File: src/rtl/core/tcw_pkg.sv
`timescale 1ns / 1ps
// Shared types and constants for the text console writer.
// No dependencies; text_console_writer and tcw_cursor import this package.
package tcw_pkg;

    // Default screen geometry
    localparam int DEF_COLUMNS = 80;
    localparam int DEF_ROWS    = 25;

    // Operation codes
    localparam logic [1:0] OP_PUT  = 2'd0;
    localparam logic [1:0] OP_SET  = 2'd1;
    localparam logic [1:0] OP_READ = 2'd2;

    // Control characters
    localparam logic [7:0] CH_NEWLINE   = 8'h0A;
    localparam logic [7:0] CH_RETURN    = 8'h0D;
    localparam logic [7:0] CH_BACKSPACE = 8'h08;
    localparam logic [7:0] CH_SPACE     = 8'h20;

    // Configuration register indexes
    localparam int         CFG_IDX_W     = 4;
    localparam logic [3:0] CFG_FG_COLOUR = 4'd0;
    localparam logic [3:0] CFG_BG_COLOUR = 4'd1;

    localparam logic [3:0] FG_RESET = 4'd7;
    localparam logic [3:0] BG_RESET = 4'd0;

    typedef struct packed {
        logic [1:0]  opcode;
        logic [7:0]  char_code;
        logic [7:0]  new_col;
        logic [7:0]  new_row;
        logic [10:0] cell_index;
    } tcw_in_t;

    typedef struct packed {
        logic [6:0]  cursor_col;
        logic [4:0]  cursor_row;
        logic [10:0] cursor_pos;
        logic [7:0]  cell_char;
        logic [7:0]  cell_attr;
        logic        scrolled;
    } tcw_out_t;

    // Decision made for one request by the cursor unit
    typedef struct packed {
        logic       wr_en;
        logic       rd_en;
        logic       scroll;
        logic [7:0] wr_char;
    } tcw_cmd_t;

endpackage

File: src/rtl/core/tcw_cursor.sv
`timescale 1ns / 1ps
// Cursor registers and per-request decode: next cursor, cell write, cell read, scroll.
// Depends on tcw_pkg.
module tcw_cursor #(
    parameter int COLUMNS = 80,
    parameter int ROWS    = 25,
    parameter int COL_W   = 7,
    parameter int ROW_W   = 5,
    parameter int ADDR_W  = 11
) (
    input  logic              aclk,
    input  logic              aresetn,
    input  logic              accept,
    input  tcw_pkg::tcw_in_t  item,
    output logic [COL_W-1:0]  cur_col,
    output logic [ROW_W-1:0]  cur_row,
    output logic [ADDR_W-1:0] cur_pos,
    output logic [ADDR_W-1:0] cell_addr,
    output tcw_pkg::tcw_cmd_t cmd
);
    import tcw_pkg::*;

    localparam logic [COL_W-1:0] LAST_COL = COL_W'(COLUMNS - 1);
    localparam logic [ROW_W-1:0] LAST_ROW = ROW_W'(ROWS - 1);

    logic [COL_W-1:0] col_reg, col_next;
    logic [ROW_W-1:0] row_reg, row_next;
    logic [COL_W-1:0] cell_col;
    logic [ROW_W-1:0] cell_row;
    logic [ROW_W-1:0] set_row;

    always_comb begin
        col_next = col_reg;
        row_next = row_reg;
        cell_col = col_reg;
        cell_row = row_reg;
        cmd      = '0;
        set_row  = (int'(item.new_row) < ROWS) ? ROW_W'(item.new_row) : LAST_ROW;
        case (item.opcode)
            OP_PUT: begin
                case (item.char_code)
                    CH_NEWLINE: begin
                        col_next = '0;
                        if (row_reg == LAST_ROW) begin
                            cmd.scroll = 1'b1;
                        end else begin
                            row_next = ROW_W'(row_reg + 1'b1);
                        end
                    end
                    CH_RETURN: begin
                        col_next = '0;
                    end
                    CH_BACKSPACE: begin
                        if (col_reg != '0) begin
                            cell_col = COL_W'(col_reg - 1'b1);
                        end else if (row_reg != '0) begin
                            cell_row = ROW_W'(row_reg - 1'b1);
                        end
                        col_next    = cell_col;
                        row_next    = cell_row;
                        cmd.wr_en   = 1'b1;
                        cmd.wr_char = CH_SPACE;
                    end
                    default: begin
                        cmd.wr_en   = 1'b1;
                        cmd.wr_char = item.char_code;
                        if (col_reg == LAST_COL) begin
                            col_next = '0;
                            if (row_reg == LAST_ROW) begin
                                cmd.scroll = 1'b1;
                            end else begin
                                row_next = ROW_W'(row_reg + 1'b1);
                            end
                        end else begin
                            col_next = COL_W'(col_reg + 1'b1);
                        end
                    end
                endcase
            end
            OP_SET: begin
                row_next = set_row;
                if (int'(item.new_col) >= COLUMNS) begin
                    col_next = '0;
                    if (set_row == LAST_ROW) begin
                        cmd.scroll = 1'b1;
                    end else begin
                        row_next = ROW_W'(set_row + 1'b1);
                    end
                end else begin
                    col_next = COL_W'(item.new_col);
                end
            end
            OP_READ: begin
                cmd.rd_en = 1'b1;
            end
            default: begin
            end
        endcase
    end

    always_ff @(posedge aclk) begin
        if (!aresetn) begin
            col_reg <= '0;
            row_reg <= '0;
        end else if (accept) begin
            col_reg <= col_next;
            row_reg <= row_next;
        end
    end

    assign cell_addr = ADDR_W'(int'(cell_row) * COLUMNS + int'(cell_col));
    assign cur_pos   = ADDR_W'(int'(row_reg) * COLUMNS + int'(col_reg));
    assign cur_col   = col_reg;
    assign cur_row   = row_reg;

endmodule

File: config.mk
export PLATFORM = sky130hd
export DESIGN_NAME = tcw_cursor
export DESIGN_NICKNAME = d
export VERILOG_FILES = /design/src/rtl/core/tcw_pkg.sv /design/src/rtl/core/tcw_cursor.sv
export SDC_FILE = /design/constraint.sdc
export NUM_CORES = 1
export LEC_CHECK = 0
export BUFFER_PORTS_ARGS = -buffer_cell sky130_fd_sc_hd__buf_2
export CAP_MARGIN = 20
export CORE_MARGIN = 4
export CORE_UTILIZATION = 56
export DETAILED_ROUTE_END_ITERATION = 10
export PLACE_DENSITY_LB_ADDON = 0.08
export SLEW_MARGIN = 20
export SYNTH_ARGS = -nofsm -noshare
export SYNTH_HDL_FRONTEND = slang
export SYNTH_SLANG_ARGS = --single-unit
File: constraint.sdc
create_clock -name aclk -period 5.8 [get_ports aclk]
set_input_delay 0.58 -clock aclk [delete_from_list [all_inputs] [get_ports aclk]]
set_output_delay 0.58 -clock aclk [all_outputs]
set_load 0.1 [all_outputs]
---- Yosys cells after proc, flatten, opt, wreduce, memory -nomap -nowiden ----
Cells that the tools add are included.
W data, S select, Z words.
cells by class
  shifts and indexed selects .............. 0
  divide/modulo/power cells ............... 0
  bitwise logic cells ..................... 0
  $mul .................................... 2
  reduce and logical (&&, ||, !) cells .... 8
  equality and inequality tests ........... 10
  $lt $le $gt $ge ......................... 2
  multiplexer cells ....................... 29
  add/subtract/negate cells ............... 7
operators by type and width
  cell                   number
  $mux W5                9
  $mux W7                5
  $pmux W7 S2            2
  $eq A8 B4 Y1 const B   3
  $add A11 B7 Y11        2
  $pmux W8 S2            1
  $pmux W5 S3            1
  $mul A5 B3 Y7 const B  2
  $add A5 B1 Y5 const B  2
  $eq A5 B5 Y1 const B   2
  $pmux W5 S2            1
  $ge A8 B7 Y1 const B   1
  $lt A8 B5 Y1 const B   1
  $mux W8                1
  $add A7 B1 Y7 const B  1
  $eq A7 B7 Y1 const B   1
  $mux W1                7
  $reduce_bool A7 Y1     1
  $sub A7 B1 Y7 const B  1
  $reduce_bool A5 Y1     1
  $sub A5 B1 Y5 const B  1
  $ne A4 B2 Y1 const B   1
  $pmux W1 S2            2
  $reduce_and A4 Y1      1
  other kinds (7)        8
word-level totals
  output and inout port bits .............. 45
  RAM bits ................................ 0
  bits in latches ......................... 0
  memories ................................ 0
  flip-flop bits (word level) ............. 12
  ROM bits ................................ 0

---- Depth between registers and ports, before layout ----
Gate-level depths: netlist (run 1).
  word-level depth ........................ 7
  mapped depth ............................ 16
  mapped depth without buffers ............ 15

---- Worst setup path before layout (run 1) ----
OpenSTA, ideal clock, no wires.
  path type ............................... register to output
  start point ............................. register row_reg[1] (netlist: cur_row[1])
  end point ............................... output port cell_addr[10]
  path slack .............................. -132 ps
  stages on the path, launching flop included .. 16
  arrival time ............................ 5352 ps
  required time ........................... 5220 ps
  path buffers ............................ 0
  cells stage by stage .................... dfxtp_1 > inv_1 > ha_1 > nand2b_1 > o211ai_1 > nor2_1 > nor2_1 > a21oi_1 > ha_1 > ha_1 > fa_1 > nand2_1 > o21bai_1 > nor2_1 > a222oi_1 > xnor2_1
on the way
  longest elaborated chain between the ends .. 7
  elaborated cells on any way between the ends .. 8
  those cells by class .................... 2 x add/sub; 1 x mul; 4 x mux; 1 x reduce/logical
ends and longest elaborated chain
  element                                              line                                RTL
  from (decl)                                          tcw_cursor.sv:27                    logic [ROW_W-1:0] row_reg, row_next;
  from (signal assigned)                               tcw_cursor.sv:107                   row_reg <= row_next;
  $sub A5 B1 Y5 or $reduce_bool A5 Y1 (tied branches)  tcw_cursor.sv:57, tcw_cursor.sv:56
  $mux W5                                              tcw_cursor.sv:56                    end else if (row_reg != '0) begin
  $mux W5                                              tcw_cursor.sv:54                    if (col_reg != '0) begin
  $mux W5                                              tcw_cursor.sv:41                    case (item.char_code)
  $mux W5 (*)                                          tcw_cursor.sv:39                    case (item.opcode)
  $mul A5 B3 Y7 (*)                                    tcw_cursor.sv:111                   assign cell_addr = ADDR_W'(int'(cell_row) * COLUMNS + int'(cell_col));
  $add A11 B7 Y11 (*)                                  tcw_cursor.sv:111
  to (decl)                                            tcw_cursor.sv:18                    output logic [ADDR_W-1:0] cell_addr,
Every way passes the cells marked *; elsewhere a longest branch is shown, timed or not.

---- Final worst setup path (run 1) ----
  start point ............................. register col_reg[0] (netlist: cur_col[0])
  end point ............................... output port cell_addr[10]
on the way
  longest elaborated chain between the ends .. 6
  elaborated cells on any way between the ends .. 10
  those cells by class .................... 2 x add/sub; 1 x mul; 6 x mux; 1 x reduce/logical
ends and longest elaborated chain
  element                 line               RTL
  from (decl)             tcw_cursor.sv:26   logic [COL_W-1:0] col_reg, col_next;
  from (signal assigned)  tcw_cursor.sv:106  col_reg <= col_next;
  $reduce_bool A7 Y1      tcw_cursor.sv:54
  $mux W5                 tcw_cursor.sv:54
  $mux W5                 tcw_cursor.sv:41
  $mux W5                 tcw_cursor.sv:39
  $mul A5 B3 Y7           tcw_cursor.sv:111
  $add A11 B7 Y11 (*)     tcw_cursor.sv:111
Marks and branches as above.

==> out/qor.txt, run 1 <==
Status -> finished clean
Synth top area cells -> ha_1 13%, dfxtp_1 9.6%, xnor2_1 6.3%
Clk_lat worst skew -> 0.25 ns
Crit end category -> output port
Most common cell after layout, fill and taps aside -> buf_2
Clk buf depth -> 2
Synth async-reset ratio -> 0%
Number of global-route vias before repair -> 2427
CP Data Arrival Time -> 4.86 ns
Most frequent cells in the layout -> 72 x buf_2, 29 x nand2_1, 26 x ha_1
Vias -> 2660
Cts hold-fix bufs -> 0
Hold Path Class -> register to register
Critical path launch point type -> register
GPL Wtd Cong -> 0.931
Slew Limit Headroom -> 39.6%
# port buffers -> 73
Minimum clock period -> 5.44 ns
Diode count -> 0
Actual transition at the worst max-transition pin -> 0.902 ns
Total wire length -> 6850 um
Synth Net Count -> 392
All-Layer GR Usage -> 25.5%
Row count -> 23
Die Span Y -> 74.7 um
Data required time of the critical path -> 5.22 ns
Kind of critical path -> register to output port
Max-cap violations -> 0
Ys Warns -> 0
Worst vdd ir -> 0.000105 V
Share of layout cells above drive strength 1 -> 26.4%
Setup Total Neg Slack -> 0 ns
Peak Freq -> 184 MHz
Area of the multi-input gates -> 2070 um2
CTS Buf Count -> 3
Vias per cell -> 6.14
Unique cell type count in the Yosys netlist -> 66
Final #Nets -> 454
I/O Pins -> 85
RSZ-0062 raised after global routing -> false
CTS root buffer -> clkbuf_8
Placement Cell Area -> 2840 um2
Clk_skew -> 0.00860 ns
H-Tree Depth -> 1
DR iter-0 viols -> 248
Drt pass-1 iters -> 5
DP Wirelength -> 5510 um
Final period util -> 93.8%
Filler cells -> 361
Post-synth top area cell -> ha_1
Design Area, Final -> 2900 um2
CP Max Fanout -> 9
Mean Syn Cell Area -> 7.74 um2
Register area -> 240 um2
Largest net degree at the start of global routing -> 17
Clock transition at the registers of the reported paths -> 0.07 ns
Post-placement cell count -> 429
Main flop type after synthesis -> dfxtp_1
Die Width -> 74.7 um
Core ar. -> 4140 um2
Post-synthesis sequential element count -> 12
Avg WL per Cell -> 15.8 um
Area Overhead vs Synth -> 16.4%
CTS tree -> built
Cell Area, Synth -> 2490 um2
Effective utilization at floorplan -> 60.1%
First-pass GRT wire length -> 11400 um
Power per cell area -> 149 nW/um2
Die area -> 5580 um2
Initial antenna violation count -> 0
Yosys top cell area share -> 13.1%
Tot Pwr -> 433 uW
Fin. Hold Viols -> 0
Cells after Synth -> 322
Leakage power -> 1.45 nW
EDFF count, synth -> 0
Final Max Tran Viols -> 0
DRC violations left -> 0
Final setup viols -> 0
Post-synthesis sequential area ratio -> 9.64%
Final Instance Count excl. Fillers -> 433
Post-route ant nets -> 0
Gr ovfl total -> 0
Final cell utilization of the core -> 70.0%
Sink Count -> 12
-- critical path, stage by stage, from the launching register on --
cell      delay [ns]
dfxtp_1         0.40
inv_1           0.15
ha_1            0.23
nor4b_4         0.40
o211ai_1        0.30
nor2_1          0.31
nor2_1          0.09
a21oi_1         0.27
ha_1            0.30
ha_1            0.24
fa_1            0.52
nand2_1         0.07
o21bai_1        0.19
o21bai_1        0.17
a222oi_1        0.47
xnor2_2         0.15
clkbuf_4        0.34
-- final timing paths --
| check | start | cells after the start | end | slack (ns) |
|---|---|---|---|---|
| max | cur_col[0] | 16 | cell_addr[10] | 0.36 |
| min | cur_col[1] | 2 | cur_col[1] | 0.57 |
| max reg2reg | cur_row[1] | 7 | cur_row[0] | 3.43 |
| min reg2reg | cur_col[1] | 2 | cur_col[1] | 0.57 |
-- metal layers --
| metal | global-route usage, % | part of all wire (%) | vias to the layer above |
|---|---|---|---|
| li1 | - | - | 1304 |
| met1 | 34.8 | 45 | 1240 |
| met2 | 42.8 | 46 | 108 |
| met3 | 3.60 | 7.7 | 8 |
| met4 | 5.53 | 1.1 | 0 |
| met5 | 0 | 0 | - |
-- cell type report --
type / count / share of cell area [%]
multi-input cells: 270 / 71.4
repair buffers: 77 / 13.7
flip-flops and latches: 12 / 8.28
inverters: 20 / 2.59
well taps: 50 / 2.16
clock buffers: 4 / 1.90
-- where the power goes --
group          internal, mW  switching (mW)  total (mW)
Sequential           0.0853         0.00872      0.0940
Clock                0.0602          0.0374      0.0976
Combinational        0.0582           0.183       0.241
-- cells in the mapped netlist, types with 2 or more instances --
master	instances
o31ai_1	4
a32o_1	3
a31oi_1	4
a211oi_1	2
dfxtp_1	12
nand4b_1	2
nor3b_1	3
o21bai_1	3
and2_1	10
o21ai_0	8
o21a_1	5
nor4_4	2
ha_1	26
nand4_1	2
nor2b_1	5
nor3_1	7
xor2_1	11
o41ai_2	2
o21ai_1	2
nand2_1	29
nand2b_1	4
inv_1	20
or2_2	3
a221o_1	2
mux2i_1	2
xnor2_1	18
fa_1	4
o2111ai_1	2
or4_1	2
o32ai_1	4
and3_1	5
a21o_1	8
a21boi_0	3
buf_4	7
a22oi_1	2
nand3_1	15
buf_2	3
a21oi_1	20
clkbuf_1	8
nor2_1	18
o211ai_1	4
nor4b_4	2
-- cells by family after synthesis --
logic type	Yosys count	synth area share, %
adders and majority gates	30	16.3
and+or+nand+nor	116	27.1
xor gates and xnor gates	29	10.2
muxes	3	1.26
DFF	12	9.64
AOI/OAI and AO/OA	92	28.0
buffers and inverters	40	7.58
-- per-stage QoR --
| step | hold WS [ns] | setup slack (ns) |
|---|---|---|
| final | 0.570 | 0.357 |
| after global routing | 0.605 | 0.0569 |
| after CTS | 0.566 | 0.307 |
| after detailed placement | 0.555 | 0.583 |
| after global placement | 0.547 | 0.746 |
| after floorplan | 0.782 | 0.207 |
-- registers in the layout (all words and copies together), names as in the netlist --
name / flops
cur_col: 7
cur_row: 5
-- timing repair --
item	in CTS	in global routing
setup buffers	0	0
setup endpoints to repair	0	1
resized for setup	0	1
Note: power is estimated with default switching activity, not from simulation.
==> run 2: changes to the inputs <==
--- a/config.mk
+++ b/config.mk
@@ -5,12 +5,15 @@
 export SDC_FILE = /design/constraint.sdc
 export NUM_CORES = 1
 export LEC_CHECK = 0
+export ABC_AREA = 1
 export BUFFER_PORTS_ARGS = -buffer_cell sky130_fd_sc_hd__buf_2
 export CAP_MARGIN = 20
 export CORE_MARGIN = 4
 export CORE_UTILIZATION = 56
 export DETAILED_ROUTE_END_ITERATION = 10
 export PLACE_DENSITY_LB_ADDON = 0.08
+export RECOVER_POWER = 100
+export SETUP_SLACK_MARGIN = 0.15
 export SLEW_MARGIN = 20
 export SYNTH_ARGS = -nofsm -noshare
 export SYNTH_HDL_FRONTEND = slang
==> run 2 against run 1 <==
  * Synthesized area increased by 1.2%
  * Sequential share of layout area rose by 0.24 points
  * Sequential power up 2.1%
  * Via count grew 3.6%
  * Non-clock buffer count is 4 lower
  * Clock skew decreased by 0.0028 ns
  * Routed wire length is 7.5% lower
  * Critical endpoint unchanged
  * Largest power group unchanged
  * Highest routed layer unchanged
==> out/qor.txt, run 2 <==
Highest routed metal layer -> met4
Vias -> 2756
Post-synthesis simple-gate area fraction -> 40.8%
GPL Wtd Cong -> 0.924
Number of global-route vias before repair -> 2347
Final Max Tran Viols -> 0
Drt pass-1 iters -> 4
EDFF count, synth -> 0
Share of layout cells above drive strength 1 -> 10.9%
Max reg flops -> 7
Most frequent cells in the layout -> 108 x nand2_1, 58 x inv_1, 47 x nand3_1
Cell Area, Synth -> 2520 um2
Commonest cells post-synth -> 108 x nand2_1, 58 x inv_1, 47 x nand3_1
Post-route ant nets -> 0
Core ar. -> 4350 um2
Post-synthesis sequential area ratio -> 9.53%
Vias per cell -> 5.19
Most common cell after layout, fill and taps aside -> nand2_1
DRC violations left -> 0
Worst vdd ir -> 0.000139 V
Synth Area in XOR/XNOR -> 7.99%
Post-synthesis sequential element count -> 12
Kind of critical path -> register to output port
Post-synthesis mux area share -> 0%
CP Data Arrival Time -> 4.42 ns
Total wire length -> 6340 um
Max-cap violations -> 0
Mean Syn Cell Area -> 6.05 um2
Post-placement cell count -> 528
Cells after Synth -> 417
Met2 wire len -> 3050 um
Clk_lat worst skew -> 0.24 ns
Status -> finished clean
Unique cell type count in the Yosys netlist -> 35
Critical path launch point type -> register
Minimum clock period -> 5.00 ns
Final #Nets -> 551
Filler cells -> 482
Fin. Hold Viols -> 0
Final period util -> 86.2%
First-pass GRT wire length -> 10300 um
I/O Pins -> 85
Post-CTS sizing -> 0
Synth async-reset ratio -> 0%
Post-CTS setup buffers -> 0
Initial antenna violation count -> 0
Post-synthesis compound-gate area fraction -> 12.0%
Diode count -> 0
# port buffers -> 73
Post-synth top area cell -> nand2_1
Die area -> 5640 um2
RSZ-0062 raised after global routing -> false
All-Layer GR Usage -> 22.8%
Die Width -> 75.1 um
Crit end category -> output port
Data required time of the critical path -> 5.22 ns
CP Max Fanout -> 11
Clk_skew -> 0.00583 ns
Area Overhead vs Synth -> 11.8%
Final cell utilization of the core -> 64.7%
DP Wirelength -> 5120 um
Most common cell in the synthesized netlist -> nand2_1
Ys Warns -> 0
Hold_ws -> 0.541 ns
Yosys top cell area share -> 16.1%
Clk buf depth -> 2
CTS root buffer -> clkbuf_8
H-Tree Depth -> 1
Clock transition at the registers of the reported paths -> 0.06 ns
Hold Path Class -> register to register
Final Instance Count excl. Fillers -> 531
Sink Count -> 12
Met3 wire len -> 304 um
Die Span Y -> 75.1 um
Main flop type after synthesis -> dfxtp_1
Largest family of logic cells by synthesized area -> simple AND/OR/NAND/NOR gates
CTS tree -> built
Power per cell area -> 161 nW/um2
Slew Limit Headroom -> 21.8%
Actual transition at the worst max-transition pin -> 1.18 ns
DR iter-0 viols -> 218
Synth Net Count -> 487
M1 wire length -> 2940 um
Setup Total Neg Slack -> 0 ns
Largest net degree at the start of global routing -> 20
Tot Pwr -> 454 uW
Leakage power -> 1.51 nW
Row count -> 24
Gr ovfl total -> 0
CTS Buf Count -> 3
Cts hold-fix bufs -> 0
Final setup viols -> 0
Peak Freq -> 200 MHz
Synth top area cells -> nand2_1 16%, ha_1 13%, dfxtp_1 9.5%
Effective utilization at floorplan -> 57.9%
Post-synthesis adder-cell area fraction -> 16.1%
Avg WL per Cell -> 11.9 um
## run 2: cell count changes after synthesis, sizes merged, moves of 9 or more
cell	change
nand3	+36
o21ai	+13
inv	+41
and2	-10
nor2	+28
nand2	+82
xnor2	-14
a21oi	+9
## run 2: worst max-delay path, stage by stage, from the launching register on
cell	delay, ns
dfxtp_1	0.37
inv_1	0.19
ha_1	0.22
nand4_1	0.42
nand2_1	0.22
nand3_1	0.09
o21ai_0	0.17
ha_1	0.32
ha_1	0.23
fa_1	0.38
xor2_1	0.21
nand3_1	0.12
xor2_1	0.17
xor2_1	0.16
inv_1	0.05
clkbuf_1	0.85
## run 2: stage by stage
stage,worst slack (ns),cell area [um2]
floorplan,0.349,2520
global placement,1.48,2850
detailed placement,1.43,2850
CTS,1.24,2890
global route,0.466,2820
finish,0.802,2820
## run 2: final timing paths
check	startpoint	endpoint	slack (ns)	depth (start not counted)
worst max-delay path	cur_col[0]	cell_addr[10]	0.80	15
worst min-delay path	cur_col[3]	cur_col[3]	0.54	2
worst max register to register	cur_row[0]	cur_row[4]	3.76	9
worst min register to register	cur_col[3]	cur_col[3]	0.54	2
## run 2: routing by layer
metal / global-route usage, % / vias to the layer above
li1: - / 1462
met1: 32.1 / 1219
met5: 0 / -
met2: 38.0 / 69
met3: 1.87 / 6
met4: 4.55 / 0
## run 2: cell families (layout without fill, tap and decap cells)
family                     count (synthesis)  after routing
AOI/OAI and AO/OA                         56             56
and+or+nand+nor                          220            220
buffers and inverters                     76            138
adders and majority gates                 30             30
DFF                                       12             12
xor gates and xnor gates                  23             23
## run 2: final cells by class
class	count	area (um2)	area share [%]
timing repair buffer	73	308	10.9
inverter	62	238	8.43
multi-input combinational	329	1930	68.4
clock buffer	3	41.3	1.46
sequential	12	240	8.52
tap	52	65.1	2.31
## run 2: report_power, final
part / total [mW] / switching [mW] / internal [mW]
Combinational: 0.282 / 0.226 / 0.0556
Sequential: 0.0960 / 0.00994 / 0.0861
Clock: 0.0761 / 0.0304 / 0.0457
Total: 0.454 / 0.267 / 0.187
